**src/ssd_pkg.sv**
```systemverilog
// ----------------------------------------------------------------------------
// ssd_pkg
// Shared types, codes and the character-to-segment lookup for the serial
// seven-segment display driver.
// ----------------------------------------------------------------------------
package ssd_pkg;

  // Actions carried by an input transaction.
  localparam logic [1:0] ACT_WRITE_CHAR = 2'd0;
  localparam logic [1:0] ACT_SET_COLON  = 2'd1;
  localparam logic [1:0] ACT_REFRESH    = 2'd2;
  localparam logic [1:0] ACT_BRIGHTNESS = 2'd3;

  // Serial symbols on the result channel.
  localparam logic [1:0] SYM_START = 2'd0;
  localparam logic [1:0] SYM_BIT   = 2'd1;
  localparam logic [1:0] SYM_ACK   = 2'd2;
  localparam logic [1:0] SYM_STOP  = 2'd3;

  // Configuration register indexes.
  localparam logic [1:0] CFG_DATA_CMD    = 2'd0;
  localparam logic [1:0] CFG_ADDR_CMD    = 2'd1;
  localparam logic [1:0] CFG_DISPLAY_CMD = 2'd2;

  // Configuration reset values.
  localparam logic [7:0] DATA_CMD_RESET    = 8'h40;
  localparam logic [7:0] ADDR_CMD_RESET    = 8'hC0;
  localparam logic [7:0] DISPLAY_CMD_RESET = 8'h88;

  // Frame pieces handed from the sequencer to the symbol generator.
  localparam logic [1:0] CMD_START = 2'd0;
  localparam logic [1:0] CMD_BYTE  = 2'd1;
  localparam logic [1:0] CMD_STOP  = 2'd2;

  typedef struct packed {
    logic [1:0] kind;
    logic [7:0] data;
    logic       last;
  } ssd_cmd_t;

  // Segment pattern (g..a) for a character code. Unknown codes light
  // segment a alone.
  function automatic logic [6:0] glyph_of(input logic [7:0] code);
    logic [6:0] g;
    case (code)
      8'd48:   g = 7'h3F;
      8'd49:   g = 7'h06;
      8'd50:   g = 7'h5B;
      8'd51:   g = 7'h4F;
      8'd52:   g = 7'h66;
      8'd53:   g = 7'h6D;
      8'd54:   g = 7'h7D;
      8'd55:   g = 7'h07;
      8'd56:   g = 7'h7F;
      8'd57:   g = 7'h6F;
      8'd32:   g = 7'h00;
      8'd45:   g = 7'h40;
      8'd65:   g = 7'h77;
      8'd67:   g = 7'h39;
      8'd69:   g = 7'h79;
      8'd70:   g = 7'h71;
      8'd72:   g = 7'h76;
      8'd76:   g = 7'h38;
      8'd80:   g = 7'h73;
      8'd85:   g = 7'h3E;
      8'd95:   g = 7'h08;
      8'd98:   g = 7'h7C;
      8'd99:   g = 7'h58;
      8'd100:  g = 7'h5E;
      8'd104:  g = 7'h74;
      8'd110:  g = 7'h54;
      8'd111:  g = 7'h5C;
      8'd114:  g = 7'h50;
      8'd116:  g = 7'h78;
      8'd117:  g = 7'h1C;
      8'd176:  g = 7'h63;
      default: g = 7'h01;
    endcase
    return g;
  endfunction

endpackage

```
**src/ssd_if.sv**
```systemverilog
// ----------------------------------------------------------------------------
// ssd_if
// Valid/ready channel interfaces for the display driver's input items and
// serial symbol results.
// ----------------------------------------------------------------------------
interface ssd_in_if;
  logic       valid;
  logic       ready;
  logic [1:0] action;
  logic [2:0] position;
  logic [7:0] char_code;
  logic       colon_on;
  logic [2:0] brightness;

  modport source (output valid, action, position, char_code, colon_on, brightness,
                  input ready);
  modport sink   (input valid, action, position, char_code, colon_on, brightness,
                  output ready);
endinterface

interface ssd_out_if;
  logic       valid;
  logic       ready;
  logic [1:0] symbol;
  logic       line_level;
  logic       last;

  modport source (output valid, symbol, line_level, last, input ready);
  modport sink   (input valid, symbol, line_level, last, output ready);
endinterface

```
**src/seven_segment_serial_display_driver.sv**
```systemverilog
// ----------------------------------------------------------------------------
// seven_segment_serial_display_driver
// Segment buffer and two-wire frame sequencer for a serial seven-segment
// display.
// ----------------------------------------------------------------------------
// The block holds one segment byte per digit (dot in bit 7) and turns each
// input transaction into serial link symbols on the result channel. A
// write_char transaction updates one digit and produces no
// symbols; a position of DIGITS or more is ignored and the dot bit of the
// digit is kept. A refresh (and a set_colon, which first sets or clears the
// dot of digit 1) sends the data command frame and then the address frame
// with all digit bytes: 2 + 9 * (DIGITS + 1) + 11 symbols, 58 for four
// digits. A brightness transaction sends one frame of 11 symbols holding the
// display command base ORed with the level. Symbols leave at one per cycle
// while the result channel is ready; that pace is set by the symbol
// generator, which shifts each byte out one bit a cycle. A new input
// transaction is taken once the sequencer has handed its last frame piece
// to the generator, so it overlaps the final stop symbol of the previous one.
// Configuration registers must be written only while the block is idle.
// ----------------------------------------------------------------------------
module seven_segment_serial_display_driver
  import ssd_pkg::*;
#(
  parameter int DIGITS = 4
) (
  input  logic       clk,
  input  logic       rst_n,
  ssd_in_if.sink     in_ch,
  ssd_out_if.source  out_ch,
  input  logic       cfg_we,
  input  logic [1:0] cfg_index,
  input  logic [7:0] cfg_data
);

  localparam int IDX_W  = (DIGITS > 1) ? $clog2(DIGITS) : 1;
  localparam int STEP_W = $clog2(DIGITS + 6);

  // Frame pieces of a refresh, in order. The digit bytes start at STEP_DIGIT0
  // and the closing stop comes after the last digit.
  localparam logic [STEP_W-1:0] STEP_OPEN       = STEP_W'(0);
  localparam logic [STEP_W-1:0] STEP_DATA_CMD   = STEP_W'(1);
  localparam logic [STEP_W-1:0] STEP_DATA_STOP  = STEP_W'(2);
  localparam logic [STEP_W-1:0] STEP_ADDR_START = STEP_W'(3);
  localparam logic [STEP_W-1:0] STEP_ADDR_CMD   = STEP_W'(4);
  localparam logic [STEP_W-1:0] STEP_DIGIT0     = STEP_W'(5);
  localparam logic [STEP_W-1:0] STEP_LAST_REF   = STEP_W'(DIGITS + 5);
  localparam logic [STEP_W-1:0] STEP_LAST_BRT   = STEP_W'(2);

  localparam logic MODE_REFRESH = 1'b0;
  localparam logic MODE_BRIGHT  = 1'b1;

  // Configuration registers.
  logic [7:0] dcmd_r, acmd_r, dbase_r;

  // Display buffer: segments g..a and the dot bit kept apart, so that a
  // character write never has to read the digit it replaces.
  logic [6:0] seg_r [DIGITS];
  logic       dot_r [DIGITS];

  // Sequencer state.
  logic              busy_r;
  logic              mode_r;
  logic [STEP_W-1:0] step_r;
  logic [7:0]        bright_r;

  logic              in_acc;
  logic              cmd_valid;
  logic              cmd_ready;
  ssd_cmd_t          cmd;
  logic [STEP_W-1:0] last_step;
  logic [STEP_W-1:0] byte_off;
  logic [IDX_W-1:0]  byte_idx;
  logic [7:0]        buf_byte;
  logic [IDX_W-1:0]  wr_idx;

  assign in_ch.ready = !busy_r;
  assign in_acc      = in_ch.valid && in_ch.ready;
  assign wr_idx      = in_ch.position[IDX_W-1:0];

  // Configuration writes; indexes beyond the list are dropped.
  always_ff @(posedge clk) begin
    if (!rst_n) begin
      dcmd_r  <= DATA_CMD_RESET;
      acmd_r  <= ADDR_CMD_RESET;
      dbase_r <= DISPLAY_CMD_RESET;
    end else if (cfg_we) begin
      case (cfg_index)
        CFG_DATA_CMD:    dcmd_r  <= cfg_data;
        CFG_ADDR_CMD:    acmd_r  <= cfg_data;
        CFG_DISPLAY_CMD: dbase_r <= cfg_data;
        default: ;
      endcase
    end
  end

  // Pick the frame piece for the current step. A brightness frame is just
  // start, one byte and stop; a refresh walks the whole list.
  assign last_step = (mode_r == MODE_BRIGHT) ? STEP_LAST_BRT : STEP_LAST_REF;
  assign byte_off  = step_r - STEP_DIGIT0;
  assign byte_idx  = byte_off[IDX_W-1:0];
  assign buf_byte  = {dot_r[byte_idx], seg_r[byte_idx]};
  assign cmd_valid = busy_r;

  always_comb begin
    cmd.last = (step_r == last_step);
    if (step_r == STEP_OPEN) begin
      cmd.kind = CMD_START;
    end else if (step_r == last_step ||
                 (mode_r == MODE_REFRESH && step_r == STEP_DATA_STOP)) begin
      cmd.kind = CMD_STOP;
    end else if (mode_r == MODE_REFRESH && step_r == STEP_ADDR_START) begin
      cmd.kind = CMD_START;
    end else begin
      cmd.kind = CMD_BYTE;
    end
    if (mode_r == MODE_BRIGHT) begin
      cmd.data = bright_r;
    end else if (step_r == STEP_DATA_CMD) begin
      cmd.data = dcmd_r;
    end else if (step_r == STEP_ADDR_CMD) begin
      cmd.data = acmd_r;
    end else begin
      cmd.data = buf_byte;
    end
  end

  // Buffer updates and sequencer control.
  always_ff @(posedge clk) begin
    if (!rst_n) begin
      busy_r <= 1'b0;
      mode_r <= MODE_REFRESH;
      step_r <= STEP_OPEN;
      for (int k = 0; k < DIGITS; k++) begin
        seg_r[k] <= 7'd0;
        dot_r[k] <= 1'b0;
      end
    end else if (in_acc) begin
      case (in_ch.action)
        ACT_WRITE_CHAR: begin
          if (in_ch.position < 3'(DIGITS)) begin
            seg_r[wr_idx] <= glyph_of(in_ch.char_code);
          end
        end
        ACT_SET_COLON: begin
          // A single-digit display has no digit 1, so only the refresh runs.
          if (DIGITS >= 2) begin
            dot_r[IDX_W'(1 % DIGITS)] <= in_ch.colon_on;
          end
          busy_r <= 1'b1;
          mode_r <= MODE_REFRESH;
          step_r <= STEP_OPEN;
        end
        ACT_REFRESH: begin
          busy_r <= 1'b1;
          mode_r <= MODE_REFRESH;
          step_r <= STEP_OPEN;
        end
        default: begin
          busy_r <= 1'b1;
          mode_r <= MODE_BRIGHT;
          step_r <= STEP_OPEN;
        end
      endcase
    end else if (cmd_valid && cmd_ready) begin
      if (step_r == last_step) begin
        busy_r <= 1'b0;
      end else begin
        step_r <= step_r + STEP_W'(1);
      end
    end
  end

  // The brightness byte is latched at acceptance.
  always_ff @(posedge clk) begin
    if (in_acc && in_ch.action == ACT_BRIGHTNESS) begin
      bright_r <= dbase_r | {5'd0, in_ch.brightness};
    end
  end

  ssd_sym_gen u_sym_gen (
    .clk       (clk),
    .rst_n     (rst_n),
    .cmd_valid (cmd_valid),
    .cmd       (cmd),
    .cmd_ready (cmd_ready),
    .out_ch    (out_ch)
  );

  // Any transaction other than a character write starts a frame sequence.
  assert property (@(posedge clk) disable iff (!rst_n)
                   in_acc && in_ch.action != ACT_WRITE_CHAR |=> busy_r && step_r == STEP_OPEN)
    else $error("sequencer did not start a frame sequence");

  // A character write never starts the sequencer.
  assert property (@(posedge clk) disable iff (!rst_n)
                   in_acc && in_ch.action == ACT_WRITE_CHAR |=> !busy_r)
    else $error("character write started the sequencer");

  // The step counter stays within the current frame list.
  assert property (@(posedge clk) disable iff (!rst_n) busy_r |-> step_r <= last_step)
    else $error("sequencer step ran past the last frame piece");

endmodule

```
**src/ssd_sym_gen.sv**
```systemverilog
// ----------------------------------------------------------------------------
// ssd_sym_gen
// Turns frame pieces (start, byte, stop) into serial symbols, one per cycle
// while the output is ready, shifting bytes out LSB first via a shift register.
// ----------------------------------------------------------------------------
module ssd_sym_gen
  import ssd_pkg::*;
(
  input  logic             clk,
  input  logic             rst_n,
  input  logic             cmd_valid,
  input  ssd_cmd_t         cmd,
  output logic             cmd_ready,
  ssd_out_if.source        out_ch
);

  logic       busy_r, busy_nxt;
  logic [7:0] shift_r, shift_nxt;
  logic [3:0] cnt_r, cnt_nxt;
  logic       blast_r, blast_nxt;
  logic       ovalid_r, ovalid_nxt;
  logic [1:0] osym_r, osym_nxt;
  logic       olevel_r, olevel_nxt;
  logic       olast_r, olast_nxt;
  logic       adv;

  assign adv       = !ovalid_r || out_ch.ready;
  assign cmd_ready = !busy_r && adv;

  always_comb begin
    busy_nxt   = busy_r;
    shift_nxt  = shift_r;
    cnt_nxt    = cnt_r;
    blast_nxt  = blast_r;
    ovalid_nxt = ovalid_r;
    osym_nxt   = osym_r;
    olevel_nxt = olevel_r;
    olast_nxt  = olast_r;
    if (adv) begin
      ovalid_nxt = 1'b0;
      if (busy_r) begin
        ovalid_nxt = 1'b1;
        if (cnt_r == 4'd8) begin
          // All eight bits are out; release the line for the ack slot.
          osym_nxt   = SYM_ACK;
          olevel_nxt = 1'b1;
          olast_nxt  = blast_r;
          busy_nxt   = 1'b0;
        end else begin
          osym_nxt   = SYM_BIT;
          olevel_nxt = shift_r[0];
          olast_nxt  = 1'b0;
          shift_nxt  = {1'b0, shift_r[7:1]};
          cnt_nxt    = cnt_r + 4'd1;
        end
      end else if (cmd_valid) begin
        case (cmd.kind)
          CMD_BYTE: begin
            ovalid_nxt = 1'b1;
            osym_nxt   = SYM_BIT;
            olevel_nxt = cmd.data[0];
            olast_nxt  = 1'b0;
            shift_nxt  = {1'b0, cmd.data[7:1]};
            cnt_nxt    = 4'd1;
            busy_nxt   = 1'b1;
            blast_nxt  = cmd.last;
          end
          CMD_START: begin
            ovalid_nxt = 1'b1;
            osym_nxt   = SYM_START;
            olevel_nxt = 1'b0;
            olast_nxt  = cmd.last;
          end
          CMD_STOP: begin
            ovalid_nxt = 1'b1;
            osym_nxt   = SYM_STOP;
            olevel_nxt = 1'b0;
            olast_nxt  = cmd.last;
          end
          default: begin
            ovalid_nxt = 1'b0;
          end
        endcase
      end
    end
  end

  always_ff @(posedge clk) begin
    if (!rst_n) begin
      busy_r   <= 1'b0;
      ovalid_r <= 1'b0;
      cnt_r    <= 4'd0;
    end else begin
      busy_r   <= busy_nxt;
      ovalid_r <= ovalid_nxt;
      cnt_r    <= cnt_nxt;
    end
  end

  always_ff @(posedge clk) begin
    shift_r  <= shift_nxt;
    blast_r  <= blast_nxt;
    osym_r   <= osym_nxt;
    olevel_r <= olevel_nxt;
    olast_r  <= olast_nxt;
  end

  assign out_ch.valid      = ovalid_r;
  assign out_ch.symbol     = osym_r;
  assign out_ch.line_level = olevel_r;
  assign out_ch.last       = olast_r;

  // The bit counter never runs past the ack slot.
  assert property (@(posedge clk) disable iff (!rst_n) busy_r |-> cnt_r <= 4'd8)
    else $error("ssd_sym_gen: bit counter overran");

  // The closing flag only marks a stop symbol or an ack slot.
  assert property (@(posedge clk) disable iff (!rst_n)
                   ovalid_r && olast_r |-> osym_r == SYM_STOP || osym_r == SYM_ACK)
    else $error("ssd_sym_gen: last flag on a data or start symbol");

  // A symbol that waits for the receiver stays on the channel unchanged.
  assert property (@(posedge clk) disable iff (!rst_n)
                   ovalid_r && !out_ch.ready |=>
                   ovalid_r && $stable(osym_r) && $stable(olevel_r) && $stable(olast_r))
    else $error("ssd_sym_gen: stalled symbol changed");

endmodule
```
**src/flat_wrapper.sv**
```systemverilog
// flat-port wrapper written by rule: the top's interface ports become plain ports
module seven_segment_serial_display_driver_flat import ssd_pkg::*;
#(
  parameter int DIGITS = 4
)
  (clk, rst_n, cfg_we, cfg_index, cfg_data, in_ch_valid, in_ch_action, in_ch_position, in_ch_char_code, in_ch_colon_on, in_ch_brightness, in_ch_ready, out_ch_valid, out_ch_symbol, out_ch_line_level, out_ch_last, out_ch_ready);
  ssd_in_if in_ch_i ();
  ssd_out_if out_ch_i ();
  input  logic clk;
  input  logic rst_n;
  input  logic cfg_we;
  input  logic [1:0] cfg_index;
  input  logic [7:0] cfg_data;
  input wire logic [$bits(in_ch_i.valid)-1:0] in_ch_valid;
  input wire logic [$bits(in_ch_i.action)-1:0] in_ch_action;
  input wire logic [$bits(in_ch_i.position)-1:0] in_ch_position;
  input wire logic [$bits(in_ch_i.char_code)-1:0] in_ch_char_code;
  input wire logic [$bits(in_ch_i.colon_on)-1:0] in_ch_colon_on;
  input wire logic [$bits(in_ch_i.brightness)-1:0] in_ch_brightness;
  output wire logic [$bits(in_ch_i.ready)-1:0] in_ch_ready;
  output wire logic [$bits(out_ch_i.valid)-1:0] out_ch_valid;
  output wire logic [$bits(out_ch_i.symbol)-1:0] out_ch_symbol;
  output wire logic [$bits(out_ch_i.line_level)-1:0] out_ch_line_level;
  output wire logic [$bits(out_ch_i.last)-1:0] out_ch_last;
  input wire logic [$bits(out_ch_i.ready)-1:0] out_ch_ready;
  assign in_ch_i.valid = in_ch_valid;
  assign in_ch_i.action = in_ch_action;
  assign in_ch_i.position = in_ch_position;
  assign in_ch_i.char_code = in_ch_char_code;
  assign in_ch_i.colon_on = in_ch_colon_on;
  assign in_ch_i.brightness = in_ch_brightness;
  assign in_ch_ready = in_ch_i.ready;
  assign out_ch_valid = out_ch_i.valid;
  assign out_ch_symbol = out_ch_i.symbol;
  assign out_ch_line_level = out_ch_i.line_level;
  assign out_ch_last = out_ch_i.last;
  assign out_ch_i.ready = out_ch_ready;
  seven_segment_serial_display_driver #(.DIGITS(DIGITS)) u_core (.clk(clk), .rst_n(rst_n), .in_ch(in_ch_i), .out_ch(out_ch_i), .cfg_we(cfg_we), .cfg_index(cfg_index), .cfg_data(cfg_data));
endmodule
```
**config.mk**
```make
export PLATFORM = sky130hd
export DESIGN_NAME = seven_segment_serial_display_driver_flat
export DESIGN_NICKNAME = d
export VERILOG_FILES = /design/src/ssd_pkg.sv /design/src/ssd_if.sv /design/src/seven_segment_serial_display_driver.sv /design/src/ssd_sym_gen.sv /design/src/flat_wrapper.sv
export SDC_FILE = /design/constraint.sdc
export NUM_CORES = 1
export LEC_CHECK = 0
export ABC_AREA = 1
export BUFFER_PORTS_ARGS = -buffer_cell sky130_fd_sc_hd__clkbuf_2
export CELL_PAD_IN_SITES_DETAIL_PLACEMENT = 1
export CELL_PAD_IN_SITES_GLOBAL_PLACEMENT = 1
export CORE_UTILIZATION = 41
export CTS_CLUSTER_DIAMETER = 60
export DETAILED_ROUTE_END_ITERATION = 12
export GPL_TIMING_DRIVEN = 0
export PLACE_DENSITY_LB_ADDON = 0.1
export RECOVER_POWER = 25
export SYNTH_ARGS = -nofsm -noshare
export SYNTH_HDL_FRONTEND = slang
export SYNTH_SLANG_ARGS = --single-unit
```
**constraint.sdc**
```tcl
create_clock -name clk -period 3 [get_ports clk]
set_input_delay 0.45 -clock clk [delete_from_list [all_inputs] [get_ports clk]]
set_output_delay 0.45 -clock clk [all_outputs]
set_load 0.02 [all_outputs]
```
==> results_dict.tcl <==
set metrics [dict create \
    layout-drive-gt1-share 0.133 \
    start_util 0.428 \
    crit_path_end_kind "register" \
    cts_hold_buf 0 \
    cts.repair.resized 0 \
    root_buffer "clkbuf_16" \
    finalHoldViolCount 0 \
    hpwlAfterDp_um 10300 \
    synthesis.nets 656 \
    io_pins 38 \
    mostFrequentLayoutCell "nor2_1" \
    crit_path_max_incr_delay_ns 0.36 \
    cts_tree "built" \
    synth_top_area_cell "edfxtp_1" \
    grt_max_degree 17 \
    ant_nets 0 \
    hp-class "input pin to register" \
    route.detailed.drc 0 \
    ys_ff_latch 88 \
    gr-usage-all-layers 0.241 \
    grt_pass1_vias 4410 \
    whs_ns 0.357 \
    dr.first_iter.drc_count 161 \
    nFillCells 1426 \
    cp.required_ns 3.09 \
    antenna_found_initial 0 \
    pre_cts_ws_ns 0.528 \
    fin_crit_sh 0.835 \
    htreeDepth 3 \
    p_per_area_nw_per_um2 523 \
    synth_area_per_cell_um2 7.71 \
    die_w_um 110 \
    fin_nets 703 \
    postCtsSetupBuffers 0 \
    yosys.area.top_type_share 0.310 \
    grt-ovfl-total 0 \
    cts_buffers 9 \
    grt_pass1_wl_um 21700 \
    status "finished, final reports clean" \
    clk-insertion-delay-late_ns 0.34 \
    wl_per_cell_um 16.5 \
    setup_viol 0 \
    netlist_area_um2 4740 \
    die_area_um2 12000 \
    skew_ns 0.00687 \
    peakVddDrop_mv 0.361 \
    fin_setup_tns_ns 0 \
    layout_common_cells "nor2_1, nand2_1, inv_1" \
    regToRegSetupSlack_ns 0.49 \
    place.gp.congestion 0.833 \
    path_class "register to register" \
    rows 38 \
    fmax_ghz 0.399 \
    clockBufferDepth 2 \
    diodes 0 \
    cp_max_fo 11 \
    syn_to_final_growth_pct 13.0 \
    die_y_um 110 \
    path_clk_slew_ns 0.07 \
    start_kind "register" \
    setup_slack_ns 0.495 \
    yosysSeqAreaShare 0.475 \
    syn_inst 615 \
    cp_data_arrival_time_ns 2.59 \
    core_um2 11100 \
    p_leak_nw 2.42 \
    io_buffers 36 \
    vias 4273 \
    cpMaxStageDelayCell "dfxtp_1" \
    vias_per_cell 5.29 \
    maxSlewHeadroom 0.258 \
    rsz0062_at_grt "no" \
    synth_area_leaders "edfxtp_1, dfxtp_1, nor2_1, nand2_1, nand3_1" \
    routed_wirelength_um 13300 \
    ys_warn_count 0 \
    synth_cell_type_count 39 \
    fin_crit_ns 2.51 \
    worst_slew_pin_slew_ns 1.10 \
    drv_slew 0 \
    maxCapViolations 0 \
    cts_sinks 88 \
    crit_path_cell_trace "buf_4 > inv_1 > buf_2 > ha_1 > buf_2 > buf_2 > nand3_1 > nand3_1 > nand3_1 > o211ai_1 > a21oi_1" \
    first_pass_iters 4 \
]
[cell families after synthesis]
kind of cell | synth area share
AOI/OAI and AO/OA | 0.111
buffers and inverters | 0.0694
DFF | 0.475
xor gates and xnor gates | 0.00554
and+or+nand+nor | 0.316
adders and majority gates | 0.0237
[worst max-delay path: cells and delay by family, from the launching register on]
| family | cells | cell delay [ns] |
|---|---|---|
| buf+inv | 5 | 0.92 |
| simple gates | 3 | 0.38 |
| compound gates | 2 | 0.26 |
| flops | 1 | 0.36 |
| fa+ha+maj | 1 | 0.31 |
[routing by layer]
metal / global-route usage / vias up / share of wire
li1: - / 2118 / -
met5: 0 / - / 0
met4: 0.0590 / 0 / 0.0076
met2: 0.423 / 65 / 0.50
met1: 0.310 / 2078 / 0.46
met3: 0.0379 / 12 / 0.033
[area by class of cell]
| cell class | count | area (µm²) | area share |
|---|---|---|---|
| clock buffer | 9 | 225 | 0.0420 |
| timing repair buffer | 36 | 170 | 0.0317 |
| sequential | 88 | 2250 | 0.420 |
| clock inverter | 7 | 52.6 | 0.00980 |
| inverter | 64 | 240 | 0.0448 |
| multi-input combinational | 446 | 2160 | 0.402 |
| buffer | 17 | 88.8 | 0.0166 |
| tap | 140 | 175 | 0.0327 |
[power by group]
part | leakage (nW) | internal (mW) | switching, mW
registers | 0.804 | 1.33 | 0.0199
clock network | 0.139 | 0.571 | 0.506
logic | 1.48 | 0.117 | 0.261
[cell usage after synthesis]
cell type / n
a21oi_1: 34
a22oi_1: 1
a31o_2: 1
a31oi_1: 2
and2_1: 1
buf_1: 3
buf_2: 5
buf_4: 1
buf_6: 2
clkbuf_1: 6
clkinv_1: 3
dfxtp_1: 39
edfxtp_1: 49
ha_1: 9
inv_1: 53
inv_2: 8
nand2_1: 117
nand2_2: 12
nand2_4: 4
nand3_1: 51
nand3_2: 2
nand3b_2: 1
nand4_1: 4
nor2_1: 126
nor2_2: 6
nor2_4: 4
nor3_1: 6
nor3_2: 1
nor3b_1: 1
o211a_1: 1
o211ai_1: 11
o21ai_0: 40
o21ai_1: 1
o21bai_1: 2
o22ai_1: 1
o31ai_1: 1
or2_2: 3
xnor2_1: 1
xor2_1: 2
[path summary, 6_finish.rpt]
kind / endpoint / from / cells past startpoint
setup reg to reg: u_core.u_sym_gen.shift_r[4] / u_core.step_r[0] / 11
hold reg to reg: u_core.bright_r[4] / u_core.dbase_r[4] / 0
hold / removal: u_core.bright_r[0] / in_ch_brightness[0] / 2
setup / recovery: u_core.u_sym_gen.shift_r[4] / u_core.step_r[0] / 11
[flip-flops by register name, indices dropped and copies added (netlist names), 4 cells and up]
register / cells
u_core.dcmd_r: 8
u_core.u_sym_gen.cnt_r: 4
u_core.bright_r: 8
u_core.acmd_r: 8
u_core.dot_r: 4
u_core.u_sym_gen.shift_r: 7
u_core.dbase_r: 8
u_core.step_r: 4
u_core.seg_r: 28
[through the flow]
stage	utilization	power, mW	instance area (µm²)	instances
floorplan	-	1.62	4740	615
global placement	0.460	1.74	5100	791
detailed placement	0.460	1.76	5100	791
CTS	0.485	2.83	5380	807
global route	0.484	2.92	5360	807
finish	0.484	2.80	5360	807
Note: power is estimated with default switching activity, not from simulation.
